--- src/design/mpfd_pkg.sv ---
package mpfd_pkg;

    // default panel size and page height
    localparam int DEF_DISPLAY_WIDTH  = 128;
    localparam int DEF_DISPLAY_HEIGHT = 64;
    localparam int PAGE_ROWS          = 8;

    // operation codes carried in tuser
    typedef enum logic [2:0] {
        OP_PIXEL  = 3'd0,
        OP_FILL   = 3'd1,
        OP_RECT   = 3'd2,
        OP_FRAME  = 3'd3,
        OP_RRECT  = 3'd4,
        OP_RFRAME = 3'd5,
        OP_READ   = 3'd6
    } op_t;

    // control states of the top level
    typedef enum logic [2:0] {
        ST_CLEAR,
        ST_IDLE,
        ST_FILL,
        ST_WALK,
        ST_READ
    } state_t;

    // shape handed to the walker at start
    typedef struct packed {
        logic [7:0] x;
        logic [7:0] y;
        logic [7:0] w;
        logic [7:0] h;
        logic       edge_only;
        logic       no_corners;
    } shape_cmd_t;

    // one pixel step from the walker
    typedef struct packed {
        logic       valid;
        logic       draw;
        logic [2:0] bit_sel;
    } pix_t;

endpackage

--- src/design/mpfd_shape_walk.sv ---
module mpfd_shape_walk #(
    parameter int DISPLAY_WIDTH  = mpfd_pkg::DEF_DISPLAY_WIDTH,
    parameter int DISPLAY_HEIGHT = mpfd_pkg::DEF_DISPLAY_HEIGHT,
    parameter int ADDR_W         = 10
) (
    input  logic                 clk,
    input  logic                 rst_n,
    input  logic                 start,
    input  mpfd_pkg::shape_cmd_t cmd,
    output mpfd_pkg::pix_t       pix,
    output logic [ADDR_W-1:0]    pix_addr
);

    mpfd_pkg::shape_cmd_t cmd_reg;
    logic [7:0] i_reg;
    logic [7:0] j_reg;
    logic       active_reg;

    logic [7:0] px;
    logic [7:0] py;
    logic       in_range;
    logic       edge_i;
    logic       edge_j;
    logic       last_i;
    logic       last_j;

    // pixel position, wrapped at 8 bits
    assign px = cmd_reg.x + i_reg;
    assign py = cmd_reg.y + j_reg;

    assign in_range = (px < 8'(DISPLAY_WIDTH)) && (py < 8'(DISPLAY_HEIGHT));
    assign last_i   = (i_reg == cmd_reg.w - 8'd1);
    assign last_j   = (j_reg == cmd_reg.h - 8'd1);
    assign edge_i   = (i_reg == 8'd0) || last_i;
    assign edge_j   = (j_reg == 8'd0) || last_j;

    // byte address, bit and draw flag of the current pixel
    always_comb
    begin
        pix.valid   = active_reg;
        pix.draw    = in_range
                    && !(cmd_reg.edge_only && !(edge_i || edge_j))
                    && !(cmd_reg.no_corners && edge_i && edge_j);
        pix.bit_sel = py[2:0];
        pix_addr    = ADDR_W'(px)
                    + ADDR_W'(py[7:3]) * ADDR_W'(DISPLAY_WIDTH);
    end

    // command capture, shape payload needs no reset
    always_ff @(posedge clk)
    begin
        if (start)
        begin
            cmd_reg <= cmd;
        end
    end

    // column-major walk, rows inner
    always_ff @(posedge clk or negedge rst_n)
    begin
        if (!rst_n)
        begin
            active_reg <= 1'b0;
            i_reg      <= 8'd0;
            j_reg      <= 8'd0;
        end
        else if (start)
        begin
            active_reg <= 1'b1;
            i_reg      <= 8'd0;
            j_reg      <= 8'd0;
        end
        else if (active_reg)
        begin
            if (last_j)
            begin
                j_reg <= 8'd0;
                if (last_i)
                begin
                    active_reg <= 1'b0;
                end
                else
                begin
                    i_reg <= i_reg + 8'd1;
                end
            end
            else
            begin
                j_reg <= j_reg + 8'd1;
            end
        end
    end

endmodule

--- config.mk ---
export PLATFORM = sky130hd
export DESIGN_NAME = mpfd_shape_walk
export DESIGN_NICKNAME = d
export VERILOG_FILES = /design/src/design/mpfd_pkg.sv /design/src/design/mpfd_shape_walk.sv
export SDC_FILE = /design/constraint.sdc
export NUM_CORES = 1
export LEC_CHECK = 0
export BUFFER_PORTS_ARGS = -buffer_cell sky130_fd_sc_hd__buf_2
export CAP_MARGIN = 10
export CORE_UTILIZATION = 50
export DETAILED_ROUTE_END_ITERATION = 6
export PLACE_DENSITY = 0.7
export SYNTH_ARGS = -nofsm -noshare
export SYNTH_HDL_FRONTEND = slang
export SYNTH_SLANG_ARGS = --single-unit
--- constraint.sdc ---
create_clock -name clk -period 5.4 [get_ports clk]
set_input_delay 0.54 -clock clk [delete_from_list [all_inputs] [get_ports clk]]
set_output_delay 0.54 -clock clk [all_outputs]
set_load 0.01 [all_outputs]
==> flow_summary.yaml, run 1 <==
outcome:
  outcome: "finished clean"
grt:
  track_usage: 0.192
  antenna_found_initial: 0
  grt_overflow_total: 0
  use_met3: 0.0404
  grt_use_met2: 0.318
  grt_pass1_vias: 2174
  grt_use_met1: 0.252
  grt_most_used_layer: "met2"
  grt_pass1_wl_mm: 9.54
  grt_max_degree: 50
die:
  rows: 28
  die_w_um: 81.4
  start_util: 0.526
  coreArea_um2: 5990
  die_y_um: 81.4
  io_pins: 52
  die_area_um2: 6620
clock_network:
  hold_buffers: 0
  cts_max_path_buffers: 2
  clock_latency_ns: 0.31
  cts.clk_slew.worst_paths_ns: 0.09
  clockRootBuffer: "clkbuf_8"
  post-cts-setup-buffers: 0
  clock_sinks: 51
  ctsHtreeMaxLevel: 2
  post_cts_resized: 0
  cts_tree: "done"
  numCtsBuffers: 5
yosys:
  synthCells: 291
  synth_top_family_by_area: "compound AO/OA/AOI/OAI gates"
  synth_edf_count: 34
  ys_types: 51
  ys_async_sr_fraction: 0.333
  synthAdderAreaFrac: 0.100
  ys_ff_latch: 51
  synth_area_leaders: "edfxtp_1, dfrtp_1, ha_1"
  syn_area_um2: 3150
  synth_top_area_frac: 0.324
  ys_seq_area_frac: 0.459
  synth-xor-area-share: 0.106
  synth_area_leader_cell: "edfxtp_1"
  syn_nets: 352
  muxShareOfSynthArea: 0.00318
  avgSynthCellArea_um2: 10.8
  ys.flop_type: "edfxtp_1"
  synth_compound_gate_area_share: 0.148
  synth_simple_gate_area_frac: 0.147
  yosysWarnings: 0
sta:
  fin_crit_ns: 3.67
  fin_crit_sh: 0.679
  worst_clock_skew_ns: 0.00789
  slew_violations: 0
  fin_setup_tns_ns: 0
  setup_viol_count_final: 0
  max_freq_ghz: 0.273
  hold_viol: 0
  rsz0062_at_grt: "no"
  tightest_slew_ns: 0.669
  slew_headroom: 0.542
  worst_slack_ns: 1.73
drt:
  ant_nets: 0
  first_pass_iters: 4
  via_count: 2325
  wire_per_inst_um: 14.1
  dr.first_iter.drc_count: 140
  drcViolationCount: 0
  drt-total-wl_mm: 5.96
  vias_per_cell: 5.52
worst_setup_path:
  setup.worst_path.class: "reg -> out"
  crit_family: "simple AND/OR/NAND/NOR gates"
  path_cells: "inv_1 -> ha_1 -> or3b_1 -> nor4_1 -> o2111ai_2 -> a311oi_4 -> a21oi_1 -> and4_1 -> nor4_1 -> buf_2"
  cp.arrival_ns: 3.13
  crit_fanout: 7
  start_kind: "flip-flop"
  critical_path.slowest_cell: "a311oi_4"
  cp.required_ns: 4.86
  cp_common_cell: "nor4_1"
  worst-path-buf-inv: 2
  cpPeakStageDelay_ns: 0.55
  end_kind: "primary output"
power:
  vdd_ir_drop_max_uv: 170
  p_per_area_nw_per_um2: 241
  p_leak_nw: 1.48
place:
  globalplace.congestion: 0.825
  post_dp_cell_area_um2: 3480
  portBuffers: 51
  hpwl_mm: 4.47
  place_ws_ns: 2.08
layout:
  area_growth_pct: 13.9
  drive_above_1_share: 0.194
  largest_register_ffs: 34
  layout.nets: 406
  n_antenna_cell: 0
  post-route-cell-area_um2: 3590
  final_cell_mix: "buf_2, edfxtp_1, xnor2_1"
  final_common_cell: "buf_2"
job:
  cap_viol_max_count: 0
hold_path:
  hold_path_class: "in -> async"
layout make-up:
cell class / count / area (um^2)
well taps: 75 / 93.8
clock buffers: 7 / 76.3
clock inverters: 1 / 30.0
multi-input cells: 211 / 1590
repair buffers: 52 / 263
fillers: 492 / 2400
flip-flops and latches: 51 / 1450
inverters: 24 / 90.1
report_power, final:
group          switching, mW  internal, mW  total (mW)  leakage [nW]
Clock                  0.124         0.139       0.262        0.0524
Combinational         0.0744        0.0635       0.138         0.867
Sequential            0.0207         0.443       0.464         0.563
cell families (layout without fill, tap and decap cells):
family,after synthesis,after routing
AND/OR/NAND/NOR,86,86
AO/OA/AOI/OAI,62,62
flip-flops,51,51
XOR/XNOR,38,38
buffers and inverters,29,84
adder cells (fa/ha/maj),24,24
multiplexers,1,1
per-stage QoR:
stage | cells | power (mW) | util | hold WS [ns]
3_3_place_gp | 413 | 0.607 | 0.581 | 0.489
3_5_place_dp | 413 | 0.612 | 0.581 | 0.489
4_1_cts | 421 | 0.874 | 0.599 | 0.145
5_1_grt | 421 | 0.903 | 0.599 | 0.165
6_report | 421 | 0.865 | 0.599 | 0.146
2_1_floorplan | 291 | 0.559 | - | 0.244
synth_stat cells (2+ instances only):
library cell   n
xnor2_1       25
a21o_1         8
edfxtp_1      34
nand2_1       16
o21ai_0        9
inv_1         24
nor2b_1        4
a2111oi_4      2
dfrtp_1       17
a32oi_1        2
nor3_1         8
a21oi_1       20
nand2b_1       5
nor4_1         4
o21a_1         2
a2111oi_0      2
a31oi_1        3
fa_1           2
ha_1          22
clkbuf_1       3
nand4_1        4
a211oi_1       2
nand3_1       10
nor2_1        21
nor4b_1        3
o21bai_1       2
xor2_1        13
layer usage:
metal | wire length, um | share of wire
met1 | 2830 | 0.47
met2 | 2850 | 0.48
met3 | 235 | 0.039
met4 | 46 | 0.0077
met5 | 0 | 0
worst paths after layout:
path / start / to / slack, ns / cells after the start
setup reg to reg: cmd_reg[2] / i_reg[7] / 2.57 / 9
hold / removal: rst_n / j_reg[7] / 0.15 / 1
hold reg to reg: j_reg[1] / j_reg[1] / 0.64 / 2
min in group clk: cmd[30] / cmd_reg[30] / 0.40 / 1
max in group asynchronous: rst_n / i_reg[0] / 4.96 / 1
setup / recovery: cmd_reg[10] / pix[3] / 1.73 / 10
Note: power is estimated with default switching activity, not from simulation.
==> inputs of run 2 (changes only) <==
--- a/config.mk
+++ b/config.mk
@@ -5,11 +5,12 @@
 export SDC_FILE = /design/constraint.sdc
 export NUM_CORES = 1
 export LEC_CHECK = 0
+export ABC_AREA = 1
 export BUFFER_PORTS_ARGS = -buffer_cell sky130_fd_sc_hd__buf_2
 export CAP_MARGIN = 10
 export CORE_UTILIZATION = 50
 export DETAILED_ROUTE_END_ITERATION = 6
-export PLACE_DENSITY = 0.7
+export PLACE_DENSITY = 0.72
 export SYNTH_ARGS = -nofsm -noshare
 export SYNTH_HDL_FRONTEND = slang
 export SYNTH_SLANG_ARGS = --single-unit
==> constraint.sdc (replaced) <==
create_clock -name clk -period 3.2 [get_ports clk]
set_input_delay 0.32 -clock clk [delete_from_list [all_inputs] [get_ports clk]]
set_output_delay 0.32 -clock clk [all_outputs]
set_load 0.01 [all_outputs]
==> run 2 against run 1 <==
Effect of this change:
- the flow now finishes with violations (design-rule violations)
- combinational power grew 140%
- sequential power grew 70%
- utilization decreased by 0.95 points
- hold slack better by 0.027 ns
- worst setup slack lost 1.5 ns
- critical path type unchanged
- routed wire length increased by 8.5%
- highest routed layer unchanged
- area after synthesis rose by 8.1%
- flip-flop and latch count stayed put
- critical path depth rose by 4
==> flow_summary.yaml, run 2 <==
clock_network:
  clockRootBuffer: "clkbuf_8"
  cts.clk_slew.worst_paths_ns: 0.09
  post_cts_resized: 0
  ctsHtreeMaxLevel: 2
  clock_latency_ns: 0.31
  cts_max_path_buffers: 2
  cts_tree: "done"
  numCtsBuffers: 5
  post-cts-setup-buffers: 0
  clock_sinks: 51
drt:
  first_pass_iters: 6
  drt-total-wl_mm: 6.46
  dr.first_iter.drc_count: 142
  drcViolationCount: 4
  vias_per_cell: 5.11
  ant_nets: 0
  wire_per_inst_um: 12.4
  via_count: 2658
worst_setup_path:
  critical_path.slowest_cell: "dfrtp_1"
  setup.worst_path.class: "reg -> out"
  cpPeakStageDelay_ns: 0.46
  crit_fanout: 7
  path_cells: "ha_1 -> nand3_1 -> nand2_1 -> nand4_1 -> nand2_1 -> nand2_1 -> nand2_1 -> inv_1 -> ha_1 -> ha_1 -> xor2_1 -> xor2_1 -> inv_1 -> buf_2"
  cp.required_ns: 2.88
  start_kind: "flip-flop"
  end_kind: "primary output"
  worst-path-buf-inv: 3
  crit_family: "adder cells"
  cp.arrival_ns: 2.63
  cp_common_cell: "nand2_1"
die:
  start_util: 0.527
  die_w_um: 84.5
  rows: 29
  die_y_um: 84.5
  io_pins: 52
  coreArea_um2: 6460
  die_area_um2: 7140
grt:
  track_usage: 0.197
  grt_max_degree: 31
  grt_overflow_total: 0
  antenna_found_initial: 0
  grt_pass1_wl_mm: 11.0
  grt_pass1_vias: 2544
outcome:
  outcome: "finished with violations"
  violations: "design-rule violations"
yosys:
  synth_top_area_frac: 0.300
  synth_edf_count: 34
  ys_ff_latch: 51
  syn_area_um2: 3400
  synth_area_leaders: "edfxtp_1, dfrtp_1, nand2_1"
  avgSynthCellArea_um2: 8.73
  syn_nets: 451
  ys.flop_type: "edfxtp_1"
  synthCells: 390
  yosysWarnings: 0
  ys_top_cells_by_count: "nand2_1, inv_1, edfxtp_1, nor2_1, ha_1"
  ys_async_sr_fraction: 0.333
  ys_types: 36
  synth_area_leader_cell: "edfxtp_1"
  ys_seq_area_frac: 0.425
  yosysMostFrequentCell: "nand2_1"
sta:
  hold_viol: 0
  max_freq_ghz: 0.339
  setup_viol_count_final: 0
  rsz0062_at_grt: "no"
  fin_crit_sh: 0.923
  slew_violations: 0
  worst_clock_skew_ns: 0.00493
  slew_headroom: 0.740
  tightest_slew_ns: 0.390
  worst_slack_ns: 0.248
  fin_crit_ns: 2.95
  fin_setup_tns_ns: 0
power:
  vdd_ir_drop_max_uv: 182
  p_total_mw: 1.58
  p_per_area_nw_per_um2: 414
  p_leak_nw: 1.87
layout:
  final_cell_mix: "nand2_1, buf_2, inv_1"
  area_growth_pct: 11.9
  drive_above_1_share: 0.185
  final_common_cell: "nand2_1"
  layout.nets: 503
  n_antenna_cell: 0
  largest_register_ffs: 34
place:
  globalplace.congestion: 0.876
  place_ws_ns: 0.606
  portBuffers: 51
  hpwl_mm: 4.93
hold_path:
  hold_path_class: "in -> reg"
job:
  cap_viol_max_count: 0
[run 2: stage by stage]
stage | hold slack, ns | std cells | instance area [um^2] | util
finish | 0.173 | 520 | 3810 | 0.590
floorplan | 0.0244 | 390 | 3400 | -
CTS | 0.164 | 520 | 3810 | 0.590
global placement | 0.264 | 511 | 3690 | 0.571
detailed placement | 0.266 | 511 | 3690 | 0.571
global route | 0.160 | 520 | 3810 | 0.590
[run 2: per-layer routing]
| layer | GRT usage | wire, um | up-vias |
|---|---|---|---|
| met3 | 0.0413 | 298 | 14 |
| met1 | 0.262 | 3080 | 1198 |
| li1 | - | - | 1385 |
| met2 | 0.305 | 2930 | 61 |
| met5 | 0 | 0 | - |
| met4 | 0.105 | 154 | 0 |
[run 2: kinds of logic after synthesis]
| logic type | share of synthesized area |
|---|---|
| xor+xnor | 0.0824 |
| buf+inv | 0.0831 |
| compound gates | 0.0478 |
| fa+ha+maj | 0.0926 |
| simple gates | 0.269 |
| flops | 0.425 |
[run 2: where the power goes]
group / leakage [nW] / total, mW / switching (mW) / internal [mW]
registers: 0.560 / 0.791 / 0.0381 / 0.752
clock network: 0.0556 / 0.449 / 0.219 / 0.229
logic: 1.26 / 0.337 / 0.196 / 0.141
[run 2: worst paths after layout]
kind	from	endpoint	slack, ns	cells after the start
worst max-delay path	i_reg[2]	pix_addr[9]	0.25	14
worst min-delay path	cmd[6]	cmd_reg[6]	0.17	1
worst max register to register	cmd_reg[10]	i_reg[1]	1.19	14
worst min register to register	i_reg[3]	i_reg[3]	0.60	2
max in group asynchronous	rst_n	i_reg[2]	2.47	2
min in group asynchronous	rst_n	j_reg[7]	0.45	2
[run 2: what timing repair did]
item | in CTS | in global routing
hold buffers | 1 | 0
hold endpoints to repair | 17 | 0
endpoints found under the setup margin | 0 | 0
[run 2: worst reg2reg max path, stage by stage, from the launching register on]
cell and delay [ns]:
edfxtp_1 0.48, inv_2 0.12, ha_1 0.26, inv_1 0.06, nand2_1 0.09, nand2_1 0.06
nand2_1 0.05, nand2_1 0.05, nor2_1 0.10, nand2_1 0.09, nor2_4 0.14, nand3_4 0.15
nand3_4 0.17, nand2_1 0.07, nand2_1 0.06
[run 2: cell type report]
cell class | instances | area, um^2
multi-input combinational | 275 | 1670
fill | 572 | 2650
inverter | 56 | 210
timing repair buffer | 53 | 273
sequential | 51 | 1450
clock inverter | 3 | 38.8
tap | 77 | 96.3
clock buffer | 5 | 68.8
==> inputs of run 3 (changes only) <==
--- a/config.mk
+++ b/config.mk
@@ -5,12 +5,11 @@
 export SDC_FILE = /design/constraint.sdc
 export NUM_CORES = 1
 export LEC_CHECK = 0
-export ABC_AREA = 1
 export BUFFER_PORTS_ARGS = -buffer_cell sky130_fd_sc_hd__buf_2
 export CAP_MARGIN = 10
 export CORE_UTILIZATION = 50
 export DETAILED_ROUTE_END_ITERATION = 6
-export PLACE_DENSITY = 0.72
+export PLACE_DENSITY = 0.73
 export SYNTH_ARGS = -nofsm -noshare
 export SYNTH_HDL_FRONTEND = slang
 export SYNTH_SLANG_ARGS = --single-unit
==> run 3 against run 2 <==
Effect of this change:
- maximum frequency shrank 4.5%
- register-to-register slack worse by 0.82 ns
- flip-flop and latch count is the same
- design area shrank 2.4%
- critical endpoint is now pix[3]
- sequential share of layout area rose by 0.95 points
- the run now ends clean
- critical path depth decreased by 4
- global-route usage is 0.24 points lower
- final cell count decreased by 17%
- routed wire length is 4.2% lower
==> flow_summary.yaml, run 3 (synthesized netlist as in run 1, its figures left out) <==
place:
  hpwl_mm: 4.62
  portBuffers: 51
  place_ws_ns: 0.331
  globalplace.congestion: 0.848
sta:
  fin_setup_tns_ns: 0
  whs_ns: 0.180
  fin_crit_sh: 0.966
  slew_violations: 0
  setup_viol_count_final: 0
  max_freq_ghz: 0.324
  slew_headroom: 0.655
  tightest_slew_ns: 0.504
  worst_slack_ns: 0.109
  rsz0062_at_grt: "yes"
  worst_clock_skew_ns: 0.00836
  hold_viol: 0
  fin_crit_ns: 3.09
drt:
  drcViolationCount: 0
  wl_met1_mm: 2.80
  vias_per_cell: 5.39
  first_pass_iters: 4
  maxUsedRoutingLayer: "met4"
  met2_wirelength_mm: 3.10
  drt-total-wl_mm: 6.19
  dr.first_iter.drc_count: 79
  wl_met3_um: 230
  ant_nets: 0
  wire_per_inst_um: 14.3
  via_count: 2327
layout:
  final_cell_mix: "buf_2, edfxtp_1, inv_1, xnor2_1, nor2_1"
  final_common_cell: "buf_2"
  drive_above_1_share: 0.249
  largest_register_ffs: 34
  area_growth_pct: 18.0
  final_util: 0.621
  n_antenna_cell: 0
  layout.nets: 417
  nFillCells: 509
power:
  p_sw_mw: 0.387
  p_seq_frac: 0.557
  pwr-share-comb: 0.180
  p_per_area_nw_per_um2: 378
  p_leak_nw: 1.54
  swShare: 0.275
  p_total_mw: 1.41
  p_int_mw: 1.02
  vdd_ir_drop_max_uv: 233
  pwr-share-clk: 0.264
die:
  die_area_um2: 6620
  die_w_um: 81.4
  io_pins: 52
  rows: 28
  die_y_um: 81.4
  start_util: 0.526
  coreArea_um2: 5990
grt:
  antenna_found_initial: 0
  track_usage: 0.195
  grt_pass1_vias: 2136
  grt_max_degree: 33
  grt_pass1_wl_mm: 9.79
  grt_overflow_total: 0
worst_setup_path:
  rrSetupSlack_ns: 0.37
  start_kind: "flip-flop"
  critical_path.slowest_cell: "edfxtp_1"
  r2r-start: "cmd_reg[11]"
  end_kind: "primary output"
  r2r_cells: 10
  rr_endpoint: "i_reg[5]"
  setup.worst_path.class: "reg -> out"
  cp.arrival_ns: 2.77
  cp.required_ns: 2.88
  cpPeakStageDelay_ns: 0.43
  path_cells: "inv_1 -> ha_1 -> or3_1 -> a31oi_1 -> nand2_2 -> a21o_1 -> buf_4 -> a211oi_1 -> nor4_2 -> buf_2"
  crit_fanout: 8
  worst-path-buf-inv: 3
  crit_family: "compound AO/OA/AOI/OAI gates"
clock_network:
  clock_sinks: 51
  cts.clk_slew.worst_paths_ns: 0.09
  ctsHtreeMaxLevel: 2
  clockRootBuffer: "clkbuf_8"
  clock_latency_ns: 0.31
  numCtsBuffers: 5
  cts_max_path_buffers: 2
  cts_tree: "done"
hold_path:
  min_to: "cmd_reg[29]"
  hp-start: "cmd[29]"
  min_path_cells: 1
  hold_path_class: "in -> reg"
outcome:
  outcome: "finished clean"
job:
  cap_viol_max_count: 0
## run 3: cell count changes in the layout (fill, tap and decap cells not counted), moves of 6 or more
cell / previous run / this run
nand2_1: 95 / 15
inv_1: 50 / 24
nand4_1: 20 / 4
xnor2_1: 13 / 24
buf_4: 1 / 11
nand3_1: 20 / 10
nor2_1: 31 / 21
a21o_1: 0 / 8
nor3_1: 1 / 8
xor2_1: 19 / 13
## run 3: per-stage QoR
step	cells	area, um^2
finish	432	3720
global route	432	3720
CTS	427	3610
detailed placement	418	3520
global placement	418	3520
floorplan	291	3150
## run 3: area by class of cell
type	count	area, um^2	share of cell area
multi-input combinational	211	1650	0.445
inverter	24	90.1	0.0242
timing repair buffer	63	348	0.0936
clock inverter	1	7.51	0.00202
tap	75	93.8	0.0252
clock buffer	7	76.3	0.0205
sequential	51	1450	0.389
## run 3: repair_timing
item | CTS | global route
hold buffers | 1 | 0
setup endpoints to repair | 1 | 2
pin swaps | 1 | 6
buffers inserted | 0 | 5
hold endpoints to repair | 17 | 0
resized for setup | 1 | 13
gates cloned | 0 | 0
## run 3: power by group through the flow
stage	Combinational, mW	Clock, mW	Sequential (mW)
6_report	0.253	0.371	0.783
5_1_grt	0.278	0.403	0.789
4_1_cts	0.240	0.379	0.783
3_5_place_dp	0.238	0	0.797
3_3_place_gp	0.232	0	0.796
2_1_floorplan	0.157	0	0.786
## run 3: per-layer routing
| layer | up-vias | global-route usage |
|---|---|---|
| met5 | - | 0 |
| met4 | 0 | 0.0536 |
| met3 | 6 | 0.0382 |
| met2 | 42 | 0.333 |
| met1 | 1090 | 0.249 |
| li1 | 1189 | - |
## run 3: worst max path at each step
| stage | end | from | depth (start not counted) | slack, ns |
|---|---|---|---|---|
| floorplan | pix[3] | cmd_reg[10] | 9 | 0.31 |
| global placement | pix_addr[9] | i_reg[1] | 12 | 0.36 |
| detailed placement | pix_addr[9] | i_reg[1] | 12 | 0.33 |
| CTS | pix[3] | cmd_reg[10] | 10 | 0.02 |
| global route | pix[3] | cmd_reg[11] | 10 | -0.005 |
| finish | pix[3] | cmd_reg[2] | 10 | 0.11 |
